==> config.mk <==
export PLATFORM = sky130hd
export DESIGN_NAME = linked_list_manager
export DESIGN_NICKNAME = d
export VERILOG_FILES = /design/src/rtl/llm_pkg.sv /design/src/rtl/linked_list_manager.sv
export VERILOG_INCLUDE_DIRS = /design/src /design/src/rtl
export SDC_FILE = /design/constraint.sdc
export NUM_CORES = 1
export LEC_CHECK = 0
export BUFFER_PORTS_ARGS = -buffer_cell sky130_fd_sc_hd__buf_2
export CAP_MARGIN = 40
export CELL_PAD_IN_SITES_DETAIL_PLACEMENT = 1
export CELL_PAD_IN_SITES_GLOBAL_PLACEMENT = 1
export CORE_AREA = 2 2 259 261
export CTS_CLUSTER_SIZE = 24
export DETAILED_ROUTE_END_ITERATION = 12
export DIE_AREA = 0 0 261 263
export PLACE_DENSITY = 0.72
export RECOVER_POWER = 50
export SLEW_MARGIN = 10
export SYNTH_ARGS = -nofsm -noshare
export SYNTH_HDL_FRONTEND = slang
export SYNTH_SLANG_ARGS = --single-unit
==> constraint.sdc <==
create_clock -name clk_i -period 5.3 [get_ports clk_i]
set_input_delay 0.265 -clock clk_i [delete_from_list [all_inputs] [get_ports clk_i]]
set_output_delay 0.265 -clock clk_i [all_outputs]
set_load 0.02 [all_outputs]
==> src/rtl/assert_macros.svh <==
// Assertion macros shared by the linked list manager RTL.
`ifndef ASSERT_MACROS_SVH
`define ASSERT_MACROS_SVH

// A property that must hold at every clock edge outside reset.
`define LLM_ASSERT_ALWAYS(lbl, prop) \
  lbl: assert property (@(posedge clk_i) disable iff (!rst_ni) (prop)) \
    else $error("linked list manager: invariant violated");

// A same-cycle implication checked at every clock edge outside reset.
`define LLM_ASSERT_IMPLIES(lbl, ante, cons) \
  lbl: assert property (@(posedge clk_i) disable iff (!rst_ni) (ante) |-> (cons)) \
    else $error("linked list manager: implication violated");

`endif

==> src/rtl/llm_pkg.sv <==
// Types, constants and the microcode table of the linked list manager.
package llm_pkg;

  localparam int unsigned NODES_DEF      = 16;
  localparam int unsigned DATA_WIDTH_DEF = 32;

  localparam int unsigned VALUE_W    = 32;
  localparam int unsigned OP_W       = 3;
  localparam int unsigned STATUS_W   = 2;
  localparam int unsigned HELD_W     = 5;
  localparam int unsigned OUT_DATA_W = 40;
  localparam int unsigned UPC_W      = 5;

  typedef enum logic [OP_W-1:0] {
    OP_PUSH_FRONT = 3'd0,
    OP_PUSH_BACK  = 3'd1,
    OP_REMOVE     = 3'd2,
    OP_CLEAR      = 3'd3,
    OP_READ       = 3'd4
  } op_e;

  typedef enum logic [STATUS_W-1:0] {
    ST_OK        = 2'd0,
    ST_EMPTY     = 2'd1,
    ST_NOT_FOUND = 2'd2,
    ST_FULL      = 2'd3
  } status_e;

  typedef enum logic [3:0] {
    ACT_NOP,
    ACT_ACCEPT,
    ACT_SCAN_INIT,
    ACT_SCAN_STEP,
    ACT_PUSH_WRITE,
    ACT_LINK_TAIL,
    ACT_WALK_INIT,
    ACT_WALK_STEP,
    ACT_UNLINK,
    ACT_CLEAR,
    ACT_EMIT_OK,
    ACT_EMIT_EMPTY,
    ACT_EMIT_MISS,
    ACT_EMIT_FULL,
    ACT_EMIT_ENTRY
  } action_e;

  typedef enum logic [3:0] {
    COND_NEVER,
    COND_ALWAYS,
    COND_NO_INPUT,
    COND_OP_PUSH,
    COND_OP_REMOVE,
    COND_OP_READ,
    COND_OP_CLEAR,
    COND_FULL,
    COND_SLOT_TAKEN,
    COND_FRONT_OR_EMPTY,
    COND_EMPTY,
    COND_MATCH,
    COND_WALK_MORE
  } cond_e;

  typedef logic [UPC_W-1:0] upc_t;

  // One control word: what the datapath does, and where to go when the
  // condition holds (otherwise the next step).
  typedef struct packed {
    action_e act;
    cond_e   cond;
    upc_t    target;
  } ucode_t;

  localparam upc_t STEP_IDLE       = 5'd0;
  localparam upc_t STEP_IS_PUSH    = 5'd1;
  localparam upc_t STEP_IS_REMOVE  = 5'd2;
  localparam upc_t STEP_IS_READ    = 5'd3;
  localparam upc_t STEP_IS_CLEAR   = 5'd4;
  localparam upc_t STEP_EMIT_OK    = 5'd5;
  localparam upc_t STEP_PUSH       = 5'd6;
  localparam upc_t STEP_SCAN       = 5'd7;
  localparam upc_t STEP_PUSH_WR    = 5'd8;
  localparam upc_t STEP_LINK_TAIL  = 5'd9;
  localparam upc_t STEP_REMOVE     = 5'd10;
  localparam upc_t STEP_COMPARE    = 5'd11;
  localparam upc_t STEP_ADVANCE    = 5'd12;
  localparam upc_t STEP_EMIT_MISS  = 5'd13;
  localparam upc_t STEP_UNLINK     = 5'd14;
  localparam upc_t STEP_READ       = 5'd15;
  localparam upc_t STEP_READ_ENTRY = 5'd16;
  localparam upc_t STEP_READ_DONE  = 5'd17;
  localparam upc_t STEP_CLEAR      = 5'd18;
  localparam upc_t STEP_EMIT_EMPTY = 5'd19;
  localparam upc_t STEP_EMIT_FULL  = 5'd20;

  function automatic ucode_t ucode_rom(upc_t step);
    ucode_t w;
    unique case (step)
      STEP_IDLE:       w = '{ACT_ACCEPT,     COND_NO_INPUT,       STEP_IDLE};
      STEP_IS_PUSH:    w = '{ACT_NOP,        COND_OP_PUSH,        STEP_PUSH};
      STEP_IS_REMOVE:  w = '{ACT_NOP,        COND_OP_REMOVE,      STEP_REMOVE};
      STEP_IS_READ:    w = '{ACT_NOP,        COND_OP_READ,        STEP_READ};
      STEP_IS_CLEAR:   w = '{ACT_NOP,        COND_OP_CLEAR,       STEP_CLEAR};
      STEP_EMIT_OK:    w = '{ACT_EMIT_OK,    COND_ALWAYS,         STEP_IDLE};
      STEP_PUSH:       w = '{ACT_SCAN_INIT,  COND_FULL,           STEP_EMIT_FULL};
      STEP_SCAN:       w = '{ACT_SCAN_STEP,  COND_SLOT_TAKEN,     STEP_SCAN};
      STEP_PUSH_WR:    w = '{ACT_PUSH_WRITE, COND_FRONT_OR_EMPTY, STEP_EMIT_OK};
      STEP_LINK_TAIL:  w = '{ACT_LINK_TAIL,  COND_ALWAYS,         STEP_EMIT_OK};
      STEP_REMOVE:     w = '{ACT_WALK_INIT,  COND_EMPTY,          STEP_EMIT_EMPTY};
      STEP_COMPARE:    w = '{ACT_NOP,        COND_MATCH,          STEP_UNLINK};
      STEP_ADVANCE:    w = '{ACT_WALK_STEP,  COND_WALK_MORE,      STEP_COMPARE};
      STEP_EMIT_MISS:  w = '{ACT_EMIT_MISS,  COND_ALWAYS,         STEP_IDLE};
      STEP_UNLINK:     w = '{ACT_UNLINK,     COND_ALWAYS,         STEP_EMIT_OK};
      STEP_READ:       w = '{ACT_WALK_INIT,  COND_EMPTY,          STEP_EMIT_EMPTY};
      STEP_READ_ENTRY: w = '{ACT_EMIT_ENTRY, COND_WALK_MORE,      STEP_READ_ENTRY};
      STEP_READ_DONE:  w = '{ACT_NOP,        COND_ALWAYS,         STEP_IDLE};
      STEP_CLEAR:      w = '{ACT_CLEAR,      COND_ALWAYS,         STEP_EMIT_OK};
      STEP_EMIT_EMPTY: w = '{ACT_EMIT_EMPTY, COND_ALWAYS,         STEP_IDLE};
      STEP_EMIT_FULL:  w = '{ACT_EMIT_FULL,  COND_ALWAYS,         STEP_IDLE};
      default:         w = '{ACT_NOP,        COND_ALWAYS,         STEP_IDLE};
    endcase
    return w;
  endfunction

endpackage

==> src/rtl/linked_list_manager.sv <==
// Top level of the linked list manager: microcoded sequencer, node memories and output register.
//
// The block keeps an ordered list of signed values in a pool of NODES nodes.
// Each transfer on the slave stream is one command: tuser carries the
// operation (push front, push back, remove first match, clear, read all)
// and tdata the value. Every command answers with one or more transfers on
// the master stream; tlast marks the final one of a command. Read all gives
// one transfer per entry from head to tail (one if the list is empty), every other command gives one.
// The work is run by a microprogram: one control word per step, a step
// counter and conditional jumps, over two node memories (values and links)
// whose read port follows the walk pointer. Read all visits one node per
// cycle while the receiver does not stall; remove compares and then advances
// for each node. A new command is taken only in the idle step. Pushes scan
// for the lowest free node, and push back onto a non-empty list also links
// the old tail. The first result leaves from an output register. Reset
// empties the list at once; node memories need no clearing.
// When the receiver stalls, the output register holds its transfer and
// the sequencer waits on its next emitting step; no result is lost.
module linked_list_manager #(
  parameter int unsigned NODES      = llm_pkg::NODES_DEF,
  parameter int unsigned DATA_WIDTH = llm_pkg::DATA_WIDTH_DEF
) (
  input  logic                              clk_i,
  input  logic                              rst_ni,
  input  logic                              s_axis_tvalid,
  output logic                              s_axis_tready,
  // [31:0] value
  input  logic [llm_pkg::VALUE_W-1:0]       s_axis_tdata,
  // [2:0] operation
  input  logic [llm_pkg::OP_W-1:0]          s_axis_tuser,
  output logic                              m_axis_tvalid,
  input  logic                              m_axis_tready,
  // [31:0] entry_value, [36:32] entries_held, [39:37] zero
  output logic [llm_pkg::OUT_DATA_W-1:0]    m_axis_tdata,
  // [1:0] status
  output logic [llm_pkg::STATUS_W-1:0]      m_axis_tuser,
  output logic                              m_axis_tlast
);

  localparam int unsigned AW = $clog2(NODES);
  localparam int unsigned CW = $clog2(NODES + 1);

  // Sequencer.
  llm_pkg::upc_t   upc_q, upc_d;
  llm_pkg::ucode_t uw;
  logic            cond_true;
  logic            is_emit;
  logic            stall;
  logic            in_fire;

  // Command and walk registers.
  logic [llm_pkg::OP_W-1:0] op_q, op_d;
  logic [DATA_WIDTH-1:0]    val_q, val_d;
  logic [AW-1:0]            cur_q, cur_d;
  logic [AW-1:0]            prev_q, prev_d;
  logic [CW-1:0]            idx_q, idx_d;

  // List state.
  logic [NODES-1:0] occ_q, occ_d;
  logic [AW-1:0]    head_q, head_d;
  logic [AW-1:0]    tail_q, tail_d;
  logic [CW-1:0]    count_q, count_d;

  // Node memories, read at the next walk pointer.
  logic [DATA_WIDTH-1:0] val_mem [NODES];
  logic [AW-1:0]         link_mem [NODES];
  logic [DATA_WIDTH-1:0] rd_val_q;
  logic [AW-1:0]         rd_link_q;
  logic                  val_we;
  logic                  link_we;
  logic [AW-1:0]         link_wa;
  logic [AW-1:0]         link_wd;

  // Output register.
  logic                         out_valid_q, out_valid_d;
  logic [llm_pkg::VALUE_W-1:0]  out_value_q, out_value_d;
  llm_pkg::status_e             out_status_q, out_status_d;
  logic                         out_last_q, out_last_d;
  logic [llm_pkg::HELD_W-1:0]   out_held_q, out_held_d;

  logic is_front;
  logic walk_more;

  assign in_fire       = s_axis_tvalid && s_axis_tready;
  assign s_axis_tready = (upc_q == llm_pkg::STEP_IDLE);
  assign is_front      = (op_q == llm_pkg::OP_PUSH_FRONT);
  assign walk_more     = ((idx_q + CW'(1)) < count_q);

  assign m_axis_tvalid = out_valid_q;
  assign m_axis_tdata  = {3'b000, out_held_q, out_value_q};
  assign m_axis_tuser  = out_status_q;
  assign m_axis_tlast  = out_last_q;

  // Control word decode and branch condition.
  always_comb begin
    uw = llm_pkg::ucode_rom(upc_q);
    case (uw.act) inside
      llm_pkg::ACT_EMIT_OK, llm_pkg::ACT_EMIT_EMPTY, llm_pkg::ACT_EMIT_MISS,
      llm_pkg::ACT_EMIT_FULL, llm_pkg::ACT_EMIT_ENTRY: is_emit = 1'b1;
      default:                                         is_emit = 1'b0;
    endcase
    stall = is_emit && out_valid_q && !m_axis_tready;
    unique case (uw.cond)
      llm_pkg::COND_NEVER:          cond_true = 1'b0;
      llm_pkg::COND_ALWAYS:         cond_true = 1'b1;
      llm_pkg::COND_NO_INPUT:       cond_true = !s_axis_tvalid;
      llm_pkg::COND_OP_PUSH:        cond_true = (op_q == llm_pkg::OP_PUSH_FRONT) ||
                                                (op_q == llm_pkg::OP_PUSH_BACK);
      llm_pkg::COND_OP_REMOVE:      cond_true = (op_q == llm_pkg::OP_REMOVE);
      llm_pkg::COND_OP_READ:        cond_true = (op_q == llm_pkg::OP_READ);
      llm_pkg::COND_OP_CLEAR:       cond_true = (op_q == llm_pkg::OP_CLEAR);
      llm_pkg::COND_FULL:           cond_true = (count_q == CW'(NODES));
      llm_pkg::COND_SLOT_TAKEN:     cond_true = occ_q[cur_q];
      llm_pkg::COND_FRONT_OR_EMPTY: cond_true = is_front || (count_q == '0);
      llm_pkg::COND_EMPTY:          cond_true = (count_q == '0);
      llm_pkg::COND_MATCH:          cond_true = (rd_val_q == val_q);
      llm_pkg::COND_WALK_MORE:      cond_true = walk_more;
      default:                      cond_true = 1'b0;
    endcase
  end

  // Datapath driven by the current control word.
  always_comb begin
    upc_d        = upc_q;
    op_d         = op_q;
    val_d        = val_q;
    cur_d        = cur_q;
    prev_d       = prev_q;
    idx_d        = idx_q;
    occ_d        = occ_q;
    head_d       = head_q;
    tail_d       = tail_q;
    count_d      = count_q;
    val_we       = 1'b0;
    link_we      = 1'b0;
    link_wa      = cur_q;
    link_wd      = '0;
    out_valid_d  = out_valid_q && !m_axis_tready;
    out_value_d  = out_value_q;
    out_status_d = out_status_q;
    out_last_d   = out_last_q;
    out_held_d   = out_held_q;

    if (!stall) begin
      upc_d = cond_true ? uw.target : upc_q + llm_pkg::upc_t'(1);
      if (is_emit) begin
        out_valid_d  = 1'b1;
        out_value_d  = '0;
        out_last_d   = 1'b1;
        out_held_d   = llm_pkg::HELD_W'(count_q);
        out_status_d = llm_pkg::ST_OK;
      end
      unique case (uw.act)
        llm_pkg::ACT_ACCEPT: begin
          if (in_fire) begin
            op_d  = s_axis_tuser;
            val_d = DATA_WIDTH'($signed(s_axis_tdata));
          end
        end
        llm_pkg::ACT_SCAN_INIT: cur_d = '0;
        llm_pkg::ACT_SCAN_STEP: begin
          if (occ_q[cur_q]) begin
            cur_d = cur_q + AW'(1);
          end
        end
        llm_pkg::ACT_PUSH_WRITE: begin
          // New node goes into the free slot the scan stopped on.
          val_we         = 1'b1;
          link_we        = 1'b1;
          link_wa        = cur_q;
          link_wd        = (is_front && count_q != '0) ? head_q : '0;
          occ_d[cur_q]   = 1'b1;
          count_d        = count_q + CW'(1);
          if (count_q == '0) begin
            head_d = cur_q;
            tail_d = cur_q;
          end else if (is_front) begin
            head_d = cur_q;
          end
        end
        llm_pkg::ACT_LINK_TAIL: begin
          link_we = 1'b1;
          link_wa = tail_q;
          link_wd = cur_q;
          tail_d  = cur_q;
        end
        llm_pkg::ACT_WALK_INIT: begin
          cur_d  = head_q;
          prev_d = head_q;
          idx_d  = '0;
        end
        llm_pkg::ACT_WALK_STEP: begin
          prev_d = cur_q;
          cur_d  = rd_link_q;
          idx_d  = idx_q + CW'(1);
        end
        llm_pkg::ACT_UNLINK: begin
          occ_d[cur_q] = 1'b0;
          count_d      = count_q - CW'(1);
          if (count_q == CW'(1)) begin
            head_d = '0;
            tail_d = '0;
          end else if (idx_q == '0) begin
            head_d = rd_link_q;
          end else begin
            link_we = 1'b1;
            link_wa = prev_q;
            link_wd = rd_link_q;
            if (cur_q == tail_q) begin
              tail_d = prev_q;
            end
          end
        end
        llm_pkg::ACT_CLEAR: begin
          occ_d   = '0;
          head_d  = '0;
          tail_d  = '0;
          count_d = '0;
        end
        llm_pkg::ACT_EMIT_OK:    out_status_d = llm_pkg::ST_OK;
        llm_pkg::ACT_EMIT_EMPTY: out_status_d = llm_pkg::ST_EMPTY;
        llm_pkg::ACT_EMIT_MISS:  out_status_d = llm_pkg::ST_NOT_FOUND;
        llm_pkg::ACT_EMIT_FULL:  out_status_d = llm_pkg::ST_FULL;
        llm_pkg::ACT_EMIT_ENTRY: begin
          out_value_d = llm_pkg::VALUE_W'(rd_val_q);
          out_last_d  = !walk_more;
          cur_d       = rd_link_q;
          idx_d       = idx_q + CW'(1);
        end
        default: ;
      endcase
    end
  end

  always_ff @(posedge clk_i or negedge rst_ni) begin
    if (!rst_ni) begin
      upc_q       <= llm_pkg::STEP_IDLE;
      occ_q       <= '0;
      head_q      <= '0;
      tail_q      <= '0;
      count_q     <= '0;
      out_valid_q <= 1'b0;
    end else begin
      upc_q       <= upc_d;
      occ_q       <= occ_d;
      head_q      <= head_d;
      tail_q      <= tail_d;
      count_q     <= count_d;
      out_valid_q <= out_valid_d;
    end
  end

  always_ff @(posedge clk_i) begin
    op_q         <= op_d;
    val_q        <= val_d;
    cur_q        <= cur_d;
    prev_q       <= prev_d;
    idx_q        <= idx_d;
    out_value_q  <= out_value_d;
    out_status_q <= out_status_d;
    out_last_q   <= out_last_d;
    out_held_q   <= out_held_d;
  end

  // Value memory: written on push, read every cycle at the next walk pointer.
  always_ff @(posedge clk_i) begin
    if (val_we) begin
      val_mem[cur_q] <= val_q;
    end
    rd_val_q <= val_mem[cur_d];
  end

  // Link memory: at most one write per cycle (new node, old tail or predecessor).
  always_ff @(posedge clk_i) begin
    if (link_we) begin
      link_mem[link_wa] <= link_wd;
    end
    rd_link_q <= link_mem[cur_d];
  end

`include "assert_macros.svh"

  `LLM_ASSERT_ALWAYS(a_count_bound, count_q <= CW'(NODES))
  `LLM_ASSERT_ALWAYS(a_count_matches_map, $countones(occ_q) == int'(count_q))
  `LLM_ASSERT_IMPLIES(a_head_occupied, count_q != '0, occ_q[head_q])
  `LLM_ASSERT_IMPLIES(a_tail_occupied, count_q != '0, occ_q[tail_q])

endmodule

# ---- Word-level counts from Yosys, hierarchy flattened
# Memories as Yosys holds them, arrays and structs flattened. A register that Yosys moved wholly into a read port is not among the register bits.
# Cells that the tools add are included.
dict set report op_classes {
  magnitude_cmp 3
  addsub 5
  n_bitwise 4
  n_eq_ne 39
  mux 51
  shifts 0
  mul 0
  n_reduce_logical 34
  div_mod_pow 0
}
# cell count
set op_table {}
lappend op_table {{$mux W4} 17}
lappend op_table {{$mux W32} 2}
lappend op_table {{$eq A4 B4 Y1 const B} 12}
lappend op_table {{$pmux W16 S3} 1}
lappend op_table {{$eq A32 B32 Y1} 1}
lappend op_table {{$eq A4 B3 Y1 const B} 8}
lappend op_table {{$pmux W4 S4} 2}
lappend op_table {{$pmux W4 S3} 2}
lappend op_table {{$and A16 B16 Y16} 1}
lappend op_table {{$eq A4 B2 Y1 const B} 4}
lappend op_table {{$mux W1} 16}
lappend op_table {{$not A16 Y16} 1}
lappend op_table {{$or A16 B16 Y16} 1}
lappend op_table {{$pmux W4 S2} 2}
lappend op_table {{$add A5 B1 Y5 const B} 3}
lappend op_table {{$logic_not A5 Y1} 3}
lappend op_table {{$pmux W5 S3} 1}
lappend op_table {{$ne A3 B3 Y1 const B} 4}
lappend op_table {{$pmux W1 S12} 1}
lappend op_table {{$reduce_and A2 Y1} 6}
lappend op_table {{$pmux W5 S2} 1}
lappend op_table {{$reduce_bool A5 Y1} 2}
lappend op_table {{$eq A4 B1 Y1 const B} 2}
lappend op_table {{$pmux W2 S4} 1}
lappend op_table {{other kinds (30)} 42}
dict set report word_totals {
  register_bits 123
  n_memories 3
  in_bits 39
  ram_bits 576
  romBits 416
  latchBits 0
  output_inout_bits 45
}
# memory words word_bits rd rd_clocked_by_memory_dff wr line_no
set mem_list {}
lappend mem_list {val_mem 16 32 1 1 1 linked_list_manager.sv:65} ;# logic [DATA_WIDTH-1:0] val_mem [NODES];
lappend mem_list {{(name not given)} 32 13 1 0 0 llm_pkg.sv:97} ;# unique case (step)
lappend mem_list {link_mem 16 4 1 1 1 linked_list_manager.sv:66} ;# logic [AW-1:0] link_mem [NODES];

# ---- Longest topological paths before layout
# Gate-level depths: netlist (run 1).
# An unclocked memory read counts as a cell.
dict set report depth {
  depth_word 9
  depth_mapped 17
}

# ---- Worst setup path after synthesis (run 1)
# No wires, ideal clock.
dict set report synth_timing {
  path_kind {register -> register}
  start {register upc_q[1]}
  end {memory val_mem[10][0] in the netlist's numbering, enable pin}
  required_ns 4.879
  setup_ns 0.421
  path_stages_with_launch 11
  synth_period_minus_slack_ns 4.316
  path_slack_ns 0.984
  arrival_ns 3.895
  cell_sequence {dfrtp_1 -> clkbuf_1 -> inv_1 -> ha_1 -> mux2i_1 -> o22a_1 -> clkbuf_1 -> nand4_1 -> nor2_1 -> nand2_1 -> nor2_1}
}
dict set report synth_between {
  elab_chain_cells 9
  elab_cells_between_ends 15
}
# element line_no
set synth_lines {}
lappend synth_lines {{start, declared} linked_list_manager.sv:44} ;# llm_pkg::upc_t upc_q, upc_d;
lappend synth_lines {{start signal, assigned} linked_list_manager.sv:237} ;# upc_q <= llm_pkg::STEP_IDLE;
lappend synth_lines {{start signal, assigned} linked_list_manager.sv:244} ;# upc_q <= upc_d;
lappend synth_lines {{$mem_v2 Z32 W13 *} -}
lappend synth_lines {{$eq A4 B4 Y1} -}
lappend synth_lines {{$reduce_or A5 Y1} linked_list_manager.sv:97} ;# case (uw.act) inside
lappend synth_lines {{$mux W1} linked_list_manager.sv:97}
lappend synth_lines {{$logic_and A1 B1 Y1 (2 in series)} linked_list_manager.sv:102} ;# stall = is_emit && out_valid_q && !m_axis_tready;
lappend synth_lines {{$mux W1 *} linked_list_manager.sv:144} ;# if (!stall) begin
lappend synth_lines {{$mux W1 *} linked_list_manager.sv:267} ;# if (val_we) begin
lappend synth_lines {{$mux W1 (not written as such) *} linked_list_manager.sv:268} ;# val_mem[cur_q] <= val_q;
lappend synth_lines {{end, declared} linked_list_manager.sv:65}
# Every way passes the cells marked *; elsewhere a longest branch is shown, timed or not.

# ---- Final worst setup path (run 1)
dict set report layout_timing {
  start {register upc_q[1]}
  end {register out_value_q[0] in the netlist's numbering, data pin}
}
dict set report layout_between {
  elab_chain_cells 3
}
# element line_no
set layout_lines {}
lappend layout_lines {{$mem_v2 Z32 W13} -}
lappend layout_lines {{$eq A4 B4 Y1} linked_list_manager.sv:153} ;# unique case (uw.act)
lappend layout_lines {{$mux W32} linked_list_manager.sv:153}
lappend layout_lines {{end signal, assigned} linked_list_manager.sv:259} ;# out_value_q <= out_value_d;
lappend layout_lines {{end, declared} linked_list_manager.sv:76} ;# logic [llm_pkg::VALUE_W-1:0] out_value_q, out_value_d;
# Every way passes these cells.
# A chain may end at the register's enable or synchronous reset.

==> qor.txt, run 1 <==
worst slack at placement - 543 ps
synthesized flop and latch total - 735
clock tree root driver cell - clkbuf_16
Worst Path Required - 5710 ps
Fillers - 6,188
min-delay src - m_axis_tready
total CTS buffers - 78
WP data arrival - 5380 ps
run status - complete, but fails checks
drt total wl - 77,200 microns
Slew HR - -91.9%
IO buf count - 80
antenna fix cells - 0
# DRC - 0
Fmax - 202 MHz
Max-Cap Viols - 3
DIE WIDTH - 261 microns
Final ANT Viol Nets - 0
Critical Path Source Type - flop
final setup fails - 0
Reg2Reg Setup Slack - 340 ps
Nets - 2,059
failing checks - capacitance limit, slew limit
Synth cell types - 66
initial antenna violation count - 2
die area - 68,600 sq um
synthesis warning total - 0
final worst setup slack - 339 ps
post-CTS resize count - 0
main flop type after synthesis - edfxtp_1
CTS sink count - 735
EDFF count, synth - 660
share of layout cells above drive strength 1 - 12.0%
Final period util - 93.6%
min cycle time layout - 4960 ps
Worst-Margin Slew - 2880 ps
hold path cells - 3
Final Util - 51.9%
crit end category - flop
Worst R2R Start - upc_q[1]$_DFFE_PN0P_
CTS Hold Bufs - 37
clock buffer depth - 3
HP Class - in2reg
clk_lat worst skew - 620 ps
total core area - 65,600 sq um
number of global-route vias before repair - 17.9k
Post-CTS Setup Bufs - 0
Hold Slack - 33.9 ps
Post-DP HPWL - 45,900 microns
vias - 17.2k
largest net degree at the start of global routing - 66
commonest cells after routing, fill and taps aside - edfxtp_1 (660), mux2i_1 (299), o22ai_1 (146)
Hold Fails Final Rpt - 0
CP Class - reg2reg
CTS tree - built
worst hold endpoint - m_axis_tvalid$_DFF_PN0_
P_leak - 12.4 nW
pwr dens - 584 nW/um^2
TritonRoute pass-1 iters - 5
Clock Skews - 28.0 ps
Synth Area per Inst - 16.1 sq um
Detailed Route Iter0 Violations - 1,368
share of the yosys chip area belonging to registers - 72.9%
R2R Path End - out_value_q[0]$_SDFFCE_PP0P_
Rows - 94
Post-Synthesis Cells - 1,835
CP max FO - 24
RSZ-0062 raised after global routing - false
Clk pin slew, worst setup/hold paths - 60 ps
setup TNS - 0 ps
GRT Util Overall - 22.4%
grt ovf - 0
Final GP Congestion - 0.831
post-synthesis cell area - 29,500 sq um
Starting Density - 44.9%
Worst Setup SP - upc_q[1]$_DFFE_PN0P_
Top-Level Pins - 84
first-pass GRT wire length - 115,000 microns
most common cell after layout, fill and taps aside - edfxtp_1
Post-synth ARST share - 4.76%
Reg2Reg Depth - 8
final count of pins violating max slew - 90
maximum VDD drop - 0.000371 V
routed len/inst - 26.4 microns
H-tree depth - 3
Vias per Instance - 5.87
die height - 263 microns
Area growth, synth to finish - 15.5%
## worst max path at each step
stage	to	depth (start not counted)	slack [ps]
6_report	out_value_q[0]$_SDFFCE_PP0P_	8	340
5_1_grt	rd_val_q[5]$_DFF_P_	12	110
4_1_cts	rd_val_q[5]$_DFF_P_	12	480
3_5_place_dp	rd_val_q[5]$_DFF_P_	12	540
3_3_place_gp	rd_val_q[5]$_DFF_P_	12	830
2_1_floorplan	val_mem[10][0]$_DFFE_PP_	10	980
## critical path, stage by stage (launching register included)
cell and delay (ps):
dfrtp_1 600, inv_1 230, ha_1 420, nor4b_1 370
a31o_1 170, o21ai_0 330, nor2_1 860, clkbuf_1 1310
and2_0 430
## layout make-up
| cell class | instances | area, sq um | area share, % |
|---|---|---|---|
| Clock buffer | 110 | 2180 | 6.42 |
| Clock inverter | 33 | 313 | 0.919 |
| Multi-Input combinational cell | 983 | 7540 | 22.2 |
| Tap cell | 864 | 1080 | 3.18 |
| Sequential cell | 735 | 21500 | 63.2 |
| Inverter | 22 | 82.6 | 0.243 |
| Timing Repair Buffer | 178 | 1340 | 3.92 |
## sequential cells by signal (all words and copies together), names as in the netlist, 5 cells and up
signal and count:
val_q 32, count_q 5, occ_q 16, idx_q 5, upc_q 5, val_mem 512, rd_val_q 32, out_held_q 5
out_value_q 32, link_mem 64
## synth_stat cells, types with 5 or more instances
| master | number | share of area (%) |
|---|---|---|
| inv_1 | 20 | 0.25 |
| nor3_1 | 19 | 0.32 |
| o21ai_0 | 49 | 0.83 |
| nand4_1 | 15 | 0.32 |
| mux2_2 | 7 | 0.27 |
| mux2i_1 | 299 | 10 |
| clkbuf_1 | 45 | 0.57 |
| nand2_1 | 31 | 0.39 |
| ha_1 | 22 | 0.93 |
| nand3_1 | 21 | 0.36 |
| o31ai_1 | 5 | 0.13 |
| or3_1 | 6 | 0.13 |
| dfxtp_1 | 40 | 2.7 |
| o21ai_1 | 6 | 0.10 |
| dfrtp_1 | 35 | 3.0 |
| or2_2 | 5 | 0.11 |
| buf_2 | 29 | 0.49 |
| buf_6 | 12 | 0.46 |
| a22oi_1 | 13 | 0.33 |
| and2_1 | 37 | 0.79 |
| edfxtp_1 | 660 | 67 |
| xnor2_1 | 37 | 1.1 |
| buf_4 | 7 | 0.18 |
| a21oi_1 | 37 | 0.63 |
| nor2b_1 | 10 | 0.21 |
| nand2b_1 | 11 | 0.23 |
| nor2_1 | 75 | 0.96 |
| or4_1 | 37 | 0.94 |
| o22ai_1 | 146 | 3.1 |
| a31oi_1 | 12 | 0.25 |
| and3_1 | 11 | 0.23 |
## per-layer routing
metal	GRT usage [%]	part of all wire [%]	vias up
li1	-	-	7578
met1	30.7	44	8986
met2	37.4	50	506
met3	3.18	5.0	102
met4	5.88	1.8	2
met5	0	0.017	-
## stage by stage
step	power (mW)	instances	area, sq um
global route	20.8	2925	34000
global placement	14.3	2742	31200
finish	19.9	2925	34000
detailed placement	14.6	2745	31300
CTS	20.0	2925	34200
floorplan	12.5	1837	29500
## power by group
part / leakage (nW) / internal [mW] / switching, mW
clock network: 1.22 / 3.05 / 2.25
registers: 6.72 / 7.14 / 0.592
logic: 4.43 / 2.59 / 4.23
total: 12.4 / 12.8 / 7.07
## kinds of logic (layout without fill, tap and decap cells)
group,Yosys count,in the layout,synth area share (%)
AO/OA/AOI/OAI,314,314,6.76
XOR/XNOR,40,40,1.19
adder cells (fa/ha/maj),22,22,0.934
buffers and inverters,119,343,2.04
flip-flops,735,735,72.9
multiplexers,310,310,10.7
other,1,3,0.0127
AND/OR/NAND/NOR,294,294,5.41
Power figures use the tool's default switching activity.
==> inputs of run 2 (changes only) <==
--- a/config.mk
+++ b/config.mk
@@ -14,9 +14,10 @@
 export CTS_CLUSTER_SIZE = 24
 export DETAILED_ROUTE_END_ITERATION = 12
 export DIE_AREA = 0 0 261 263
+export MAX_ROUTING_LAYER = met4
 export PLACE_DENSITY = 0.72
 export RECOVER_POWER = 50
-export SLEW_MARGIN = 10
+export SLEW_MARGIN = 20
 export SYNTH_ARGS = -nofsm -noshare
 export SYNTH_HDL_FRONTEND = slang
 export SYNTH_SLANG_ARGS = --single-unit
==> qor.txt, run 2 (same netlist as run 1, synthesis figures left out) <==
routed len/inst - 26.3 microns
total CTS buffers - 77
Clk pwr share - 25.9%
CP top delay family - simple AND/OR/NAND/NOR gates
hold path cells - 3
CTS tree - built
Area growth, synth to finish - 15.1%
crit-path max cell delay - 1150 ps
Final ANT Viol Nets - 0
Vias per Instance - 5.84
Nets - 2,059
GRT Util Overall - 23.1%
worst hold endpoint - m_axis_tvalid$_DFF_PN0_
Final Power - 19.6 mW
Worst R2R Start - upc_q[1]$_DFFE_PN0P_
Reg2Reg Setup Slack - 340 ps
Reg with most FFs - val_mem
max reg flops - 512
slowest cell on the critical path - clkbuf_1
die height - 263 microns
Psw - 7.04 mW
clock buffer depth - 3
DRT met1 WL - 33,300 microns
vias - 17.1k
pwr dens - 579 nW/um^2
Buf/Inv on CP - 2
P_leak - 12.3 nW
Sw Share - 35.8%
Max-Cap Viols - 3
number of global-route vias before repair - 17.9k
Final GP Congestion - 0.844
Hold Slack - 52.3 ps
Final Util - 51.7%
Top-Level Pins - 84
failing checks - capacitance limit, slew limit
# DRC - 0
Worst path depth - 8
Starting Density - 44.9%
Worst Path Required - 5720 ps
H-tree depth - 3
TritonRoute pass-1 iters - 5
max layer used - met4
Post-DP HPWL - 45,900 microns
first-pass GRT wire length - 114,000 microns
CP Class - reg2reg
min cycle time layout - 4960 ps
final setup fails - 0
Reg2Reg Depth - 8
IO buf count - 80
Clk pin slew, worst setup/hold paths - 60 ps
Slew HR - -93.6%
most common cell after layout, fill and taps aside - edfxtp_1
Worst-Margin Slew - 2900 ps
crit end category - flop
die area - 68,600 sq um
initial antenna violation count - 2
Fmax - 202 MHz
Clock Skews - 26.6 ps
setup TNS - 0 ps
CP max FO - 23
DIE WIDTH - 261 microns
Rows - 94
largest net degree at the start of global routing - 66
RSZ-0062 raised after global routing - false
share of layout cells above drive strength 1 - 11.9%
final count of pins violating max slew - 63
maximum VDD drop - 0.000328 V
run status - complete, but fails checks
wire length on met3 - 3930 microns
grt ovf - 0
Hold Fails Final Rpt - 0
Final period util - 93.5%
Top Registers - val_mem: 512 flops, link_mem: 64 flops
total core area - 65,600 sq um
CTS sink count - 735
Critical Path Source Type - flop
R2R Path End - out_value_q[25]$_SDFFCE_PP0P_
Detailed Route Iter0 Violations - 1,399
worst-path cell chain - inv_1, ha_1, nor4b_1, a31o_1, o21ai_0, nor2_1, clkbuf_1, and2_0
drt total wl - 76,800 microns
WP data arrival - 5370 ps
min-delay src - m_axis_tready
clk_lat worst skew - 630 ps
commonest cells after routing, fill and taps aside - edfxtp_1 (660), mux2i_1 (299), o22ai_1 (146)
internal power - 12.6 mW
met2 wire len - 37,700 microns
clock tree root driver cell - clkbuf_16
Combinational Power Share - 34.9%
HP Class - in2reg
sequential share of power - 39.3%
Fillers - 6,263
[run 2: cell types whose count changed in the layout (fill, tap and decap cells not counted), sizes merged]
cell,delta
diode,+2
clkinv,+6
buf,+1
bufinv,-2
clkbuf,-6
clkinvlp,-1
dlygate4sd3,-1
[run 2: cell type report]
class	instances	area, sq um	area share (%)
Sequential cell	735	21500	63.4
Tap cell	864	1080	3.19
Timing Repair Buffer	179	1340	3.96
Antenna cell	2	5.00	0.0148
Inverter	22	82.6	0.243
Multi-Input combinational cell	983	7550	22.3
Clock inverter	36	270	0.797
Clock buffer	103	2090	6.17
[run 2: worst max-delay path by stage]
stage	start	to	slack (ps)
final	upc_q[1]$_DFFE_PN0P_	out_value_q[25]$_SDFFCE_PP0P_	340
after global routing	upc_q[1]$_DFFE_PN0P_	out_value_q[0]$_SDFFCE_PP0P_	100
after CTS	upc_q[1]$_DFFE_PN0P_	rd_val_q[19]$_DFF_P_	550
after detailed placement	upc_q[1]$_DFFE_PN0P_	rd_val_q[5]$_DFF_P_	580
after global placement	upc_q[1]$_DFFE_PN0P_	rd_val_q[5]$_DFF_P_	830
after floorplan	upc_q[1]$_DFFE_PN0P_	val_mem[10][0]$_DFFE_PP_	980
[run 2: per-layer routing]
metal	vias to the layer above	GRT usage, %
met1	8882	30.6
met2	507	36.8
met5	-	-
met3	112	3.20
li1	7580	-
met4	0	7.45
[run 2: power by group through the flow]
stage | sequential [mW] | combinational (mW) | clock (mW)
2_1_floorplan | 7.71 | 4.77 | 0
3_3_place_gp | 7.79 | 6.52 | 0
3_5_place_dp | 7.84 | 6.80 | 0
4_1_cts | 7.73 | 6.87 | 5.17
5_1_grt | 7.79 | 7.38 | 5.38
6_report | 7.71 | 6.85 | 5.08
[run 2: per-stage QoR]
stage                     area, sq um  setup WS (ps)  std cells
after floorplan                 29500            984       1837
after global placement          31200            833       2742
after detailed placement        31300            579       2745
after CTS                       34000            555       2920
after global routing            33900            102       2924
final                           33900            343       2924
[run 2: repair_timing]
action                    in CTS  in global routing
setup buffers                  0                  0
hold endpoints to repair      70                  0
hold buffers                  36                  0
resized for setup              0                  0
[run 2: tightest hold or removal path, stage by stage]
cell	delay, ps
buf_2	80
nand2b_1	200
nand2_1	70
==> inputs of run 3 (changes only) <==
--- a/config.mk
+++ b/config.mk
@@ -15,7 +15,7 @@
 export DETAILED_ROUTE_END_ITERATION = 12
 export DIE_AREA = 0 0 261 263
 export MAX_ROUTING_LAYER = met4
-export PLACE_DENSITY = 0.72
+export PLACE_DENSITY = 0.74
 export RECOVER_POWER = 50
 export SLEW_MARGIN = 20
 export SYNTH_ARGS = -nofsm -noshare
==> constraint.sdc (replaced) <==
create_clock -name clk_i -period 4.1 [get_ports clk_i]
set_input_delay 0.205 -clock clk_i [delete_from_list [all_inputs] [get_ports clk_i]]
set_output_delay 0.205 -clock clk_i [all_outputs]
set_load 0.02 [all_outputs]
==> qor.txt, run 3 (same netlist as run 1, synthesis figures left out) <==
Worst Path Required - 4680 ps
Final period util - 95.0%
routed len/inst - 27.1 microns
Slew HR - -17.4%
Worst-Margin Slew - 1760 ps
DIE WIDTH - 261 microns
failing checks - capacitance limit, slew limit
IO buf count - 80
largest net degree at the start of global routing - 74
Worst R2R Start - upc_q[0]$_DFFE_PN0P_
max reg flops - 512
TritonRoute pass-1 iters - 7
grt ovf - 0
Top-Level Pins - 84
R2R Path End - rd_val_q[20]$_DFF_P_
HP Class - in2reg
# DRC - 0
Rows - 94
min cycle time layout - 3890 ps
Detailed Route Iter0 Violations - 1,764
final count of pins violating max slew - 49
Fmax - 257 MHz
CTS sink count - 735
Final GP Congestion - 0.874
CTS tree - built
clock tree root driver cell - clkbuf_16
Worst Setup SP - upc_q[0]$_DFFE_PN0P_
DP Area - 31,600 sq um
Area growth, synth to finish - 17.6%
H-tree depth - 3
total CTS buffers - 78
Final Util - 52.8%
share of layout cells above drive strength 1 - 14.3%
Clock Skews - 45.8 ps
fin cells - 2,976
clock buffer depth - 3
die area - 68,600 sq um
Reg with most FFs - val_mem
initial antenna violation count - 0
CP max FO - 18
Final Cell Area - 34,700 sq um
vias - 17.5k
Vias per Instance - 5.89
hold path cells - 2
RSZ-0062 raised after global routing - false
first-pass GRT wire length - 119,000 microns
number of global-route vias before repair - 18.4k
crit end category - flop
worst hold endpoint - val_q[21]$_DFFE_PP_
Final ANT Viol Nets - 0
drt total wl - 80,800 microns
clk_lat worst skew - 660 ps
Nets - 2,107
pwr dens - 757 nW/um^2
Max-Cap Viols - 2
min-delay src - s_axis_tdata[21]
GRT Util Overall - 24.2%
Reg2Reg Depth - 14
Hold Fails Final Rpt - 0
Placed Cells - 2,782
Top Registers - val_mem: 512 flops, link_mem: 64 flops
Clk pin slew, worst setup/hold paths - 60 ps
Reg2Reg Setup Slack - 210 ps
maximum VDD drop - 0.000688 V
Post-DP HPWL - 47,200 microns
run status - complete, but fails checks
most common cell after layout, fill and taps aside - edfxtp_1
WP data arrival - 4480 ps
Critical Path Source Type - flop
Hold Slack - 253 ps
total core area - 65,600 sq um
P_leak - 12.7 nW
Starting Density - 44.9%
final setup fails - 0
commonest cells after routing, fill and taps aside - edfxtp_1 (660), mux2i_1 (297), o22ai_1 (146)
CP Class - reg2reg
die height - 263 microns
## run 3: cell count changes in the layout (fill, tap and decap cells not counted), moves of 4 or more
cell       delta
and2_0        -6
and2_1        +5
buf_12        +4
buf_4        +24
bufinv_16     +7
clkbuf_1      +7
clkbuf_8      -4
clkinv_1      -4
clkinv_2      +6
## run 3: worst max path at each step
stage | slack (ps) | to | cells after the start
after floorplan | -220 | val_mem[10][0]$_DFFE_PP_ | 10
after global placement | 220 | rd_val_q[15]$_DFF_P_ | 11
after detailed placement | 90 | rd_val_q[13]$_DFF_P_ | 13
after CTS | 60 | rd_val_q[2]$_DFF_P_ | 13
after global routing | 10 | rd_val_q[14]$_DFF_P_ | 14
final | 210 | rd_val_q[20]$_DFF_P_ | 14
## run 3: area by class of cell
| cell class | instances | area [sq um] |
|---|---|---|
| sequential | 735 | 21500 |
| timing repair buffer | 225 | 1790 |
| fill | 6207 | 31000 |
| clock inverter | 50 | 567 |
| clock buffer | 95 | 2050 |
| tap | 864 | 1080 |
| antenna | 1 | 2.50 |
| multi-input combinational | 984 | 7580 |
| inverter | 22 | 82.6 |
## run 3: per-stage QoR
stage / worst slack (ps) / setup TNS [ps] / power [mW]
CTS: 60.6 / 0 / 26.1
floorplan: -216 / -105610 / 16.1
global placement: 222 / 0 / 18.5
detailed placement: 86.7 / 0 / 18.8
global route: 10.0 / 0 / 27.3
finish: 206 / 0 / 26.2
## run 3: power by group
group	switching (mW)	internal, mW	leakage [nW]
registers	0.664	9.22	6.72
logic	5.60	3.58	4.69
clock network	3.05	4.12	1.28
total	9.31	16.9	12.7
## run 3: layer usage
layer  vias to the layer above  global-route usage (%)  routed length (microns)
met4                         0                    7.25                     1750
met3                       118                    3.28                     4920
met1                      9073                    32.2                    34200
li1                       7673                       -                        -
met2                       658                    38.8                    39900
met5                         -                       -                        0
## run 3: what timing repair did
item | CTS | global route
setup endpoints to repair | 0 | 36
gates resized for setup | 0 | 13
hold buffers | 38 | 0
hold endpoints to repair | 71 | 0
buffers inserted | 0 | 6
## run 3: critical path, cell delays in order, from the launching register on
cell	delay [ps]
dfrtp_1	340
inv_1	100
ha_1	300
mux2i_2	310
o32ai_2	180
o21ai_2	260
buf_4	180
nand2_1	170
a32o_1	320
a21oi_2	310
inv_2	120
or3_2	640
buf_12	230
o22ai_1	210
or4_1	160
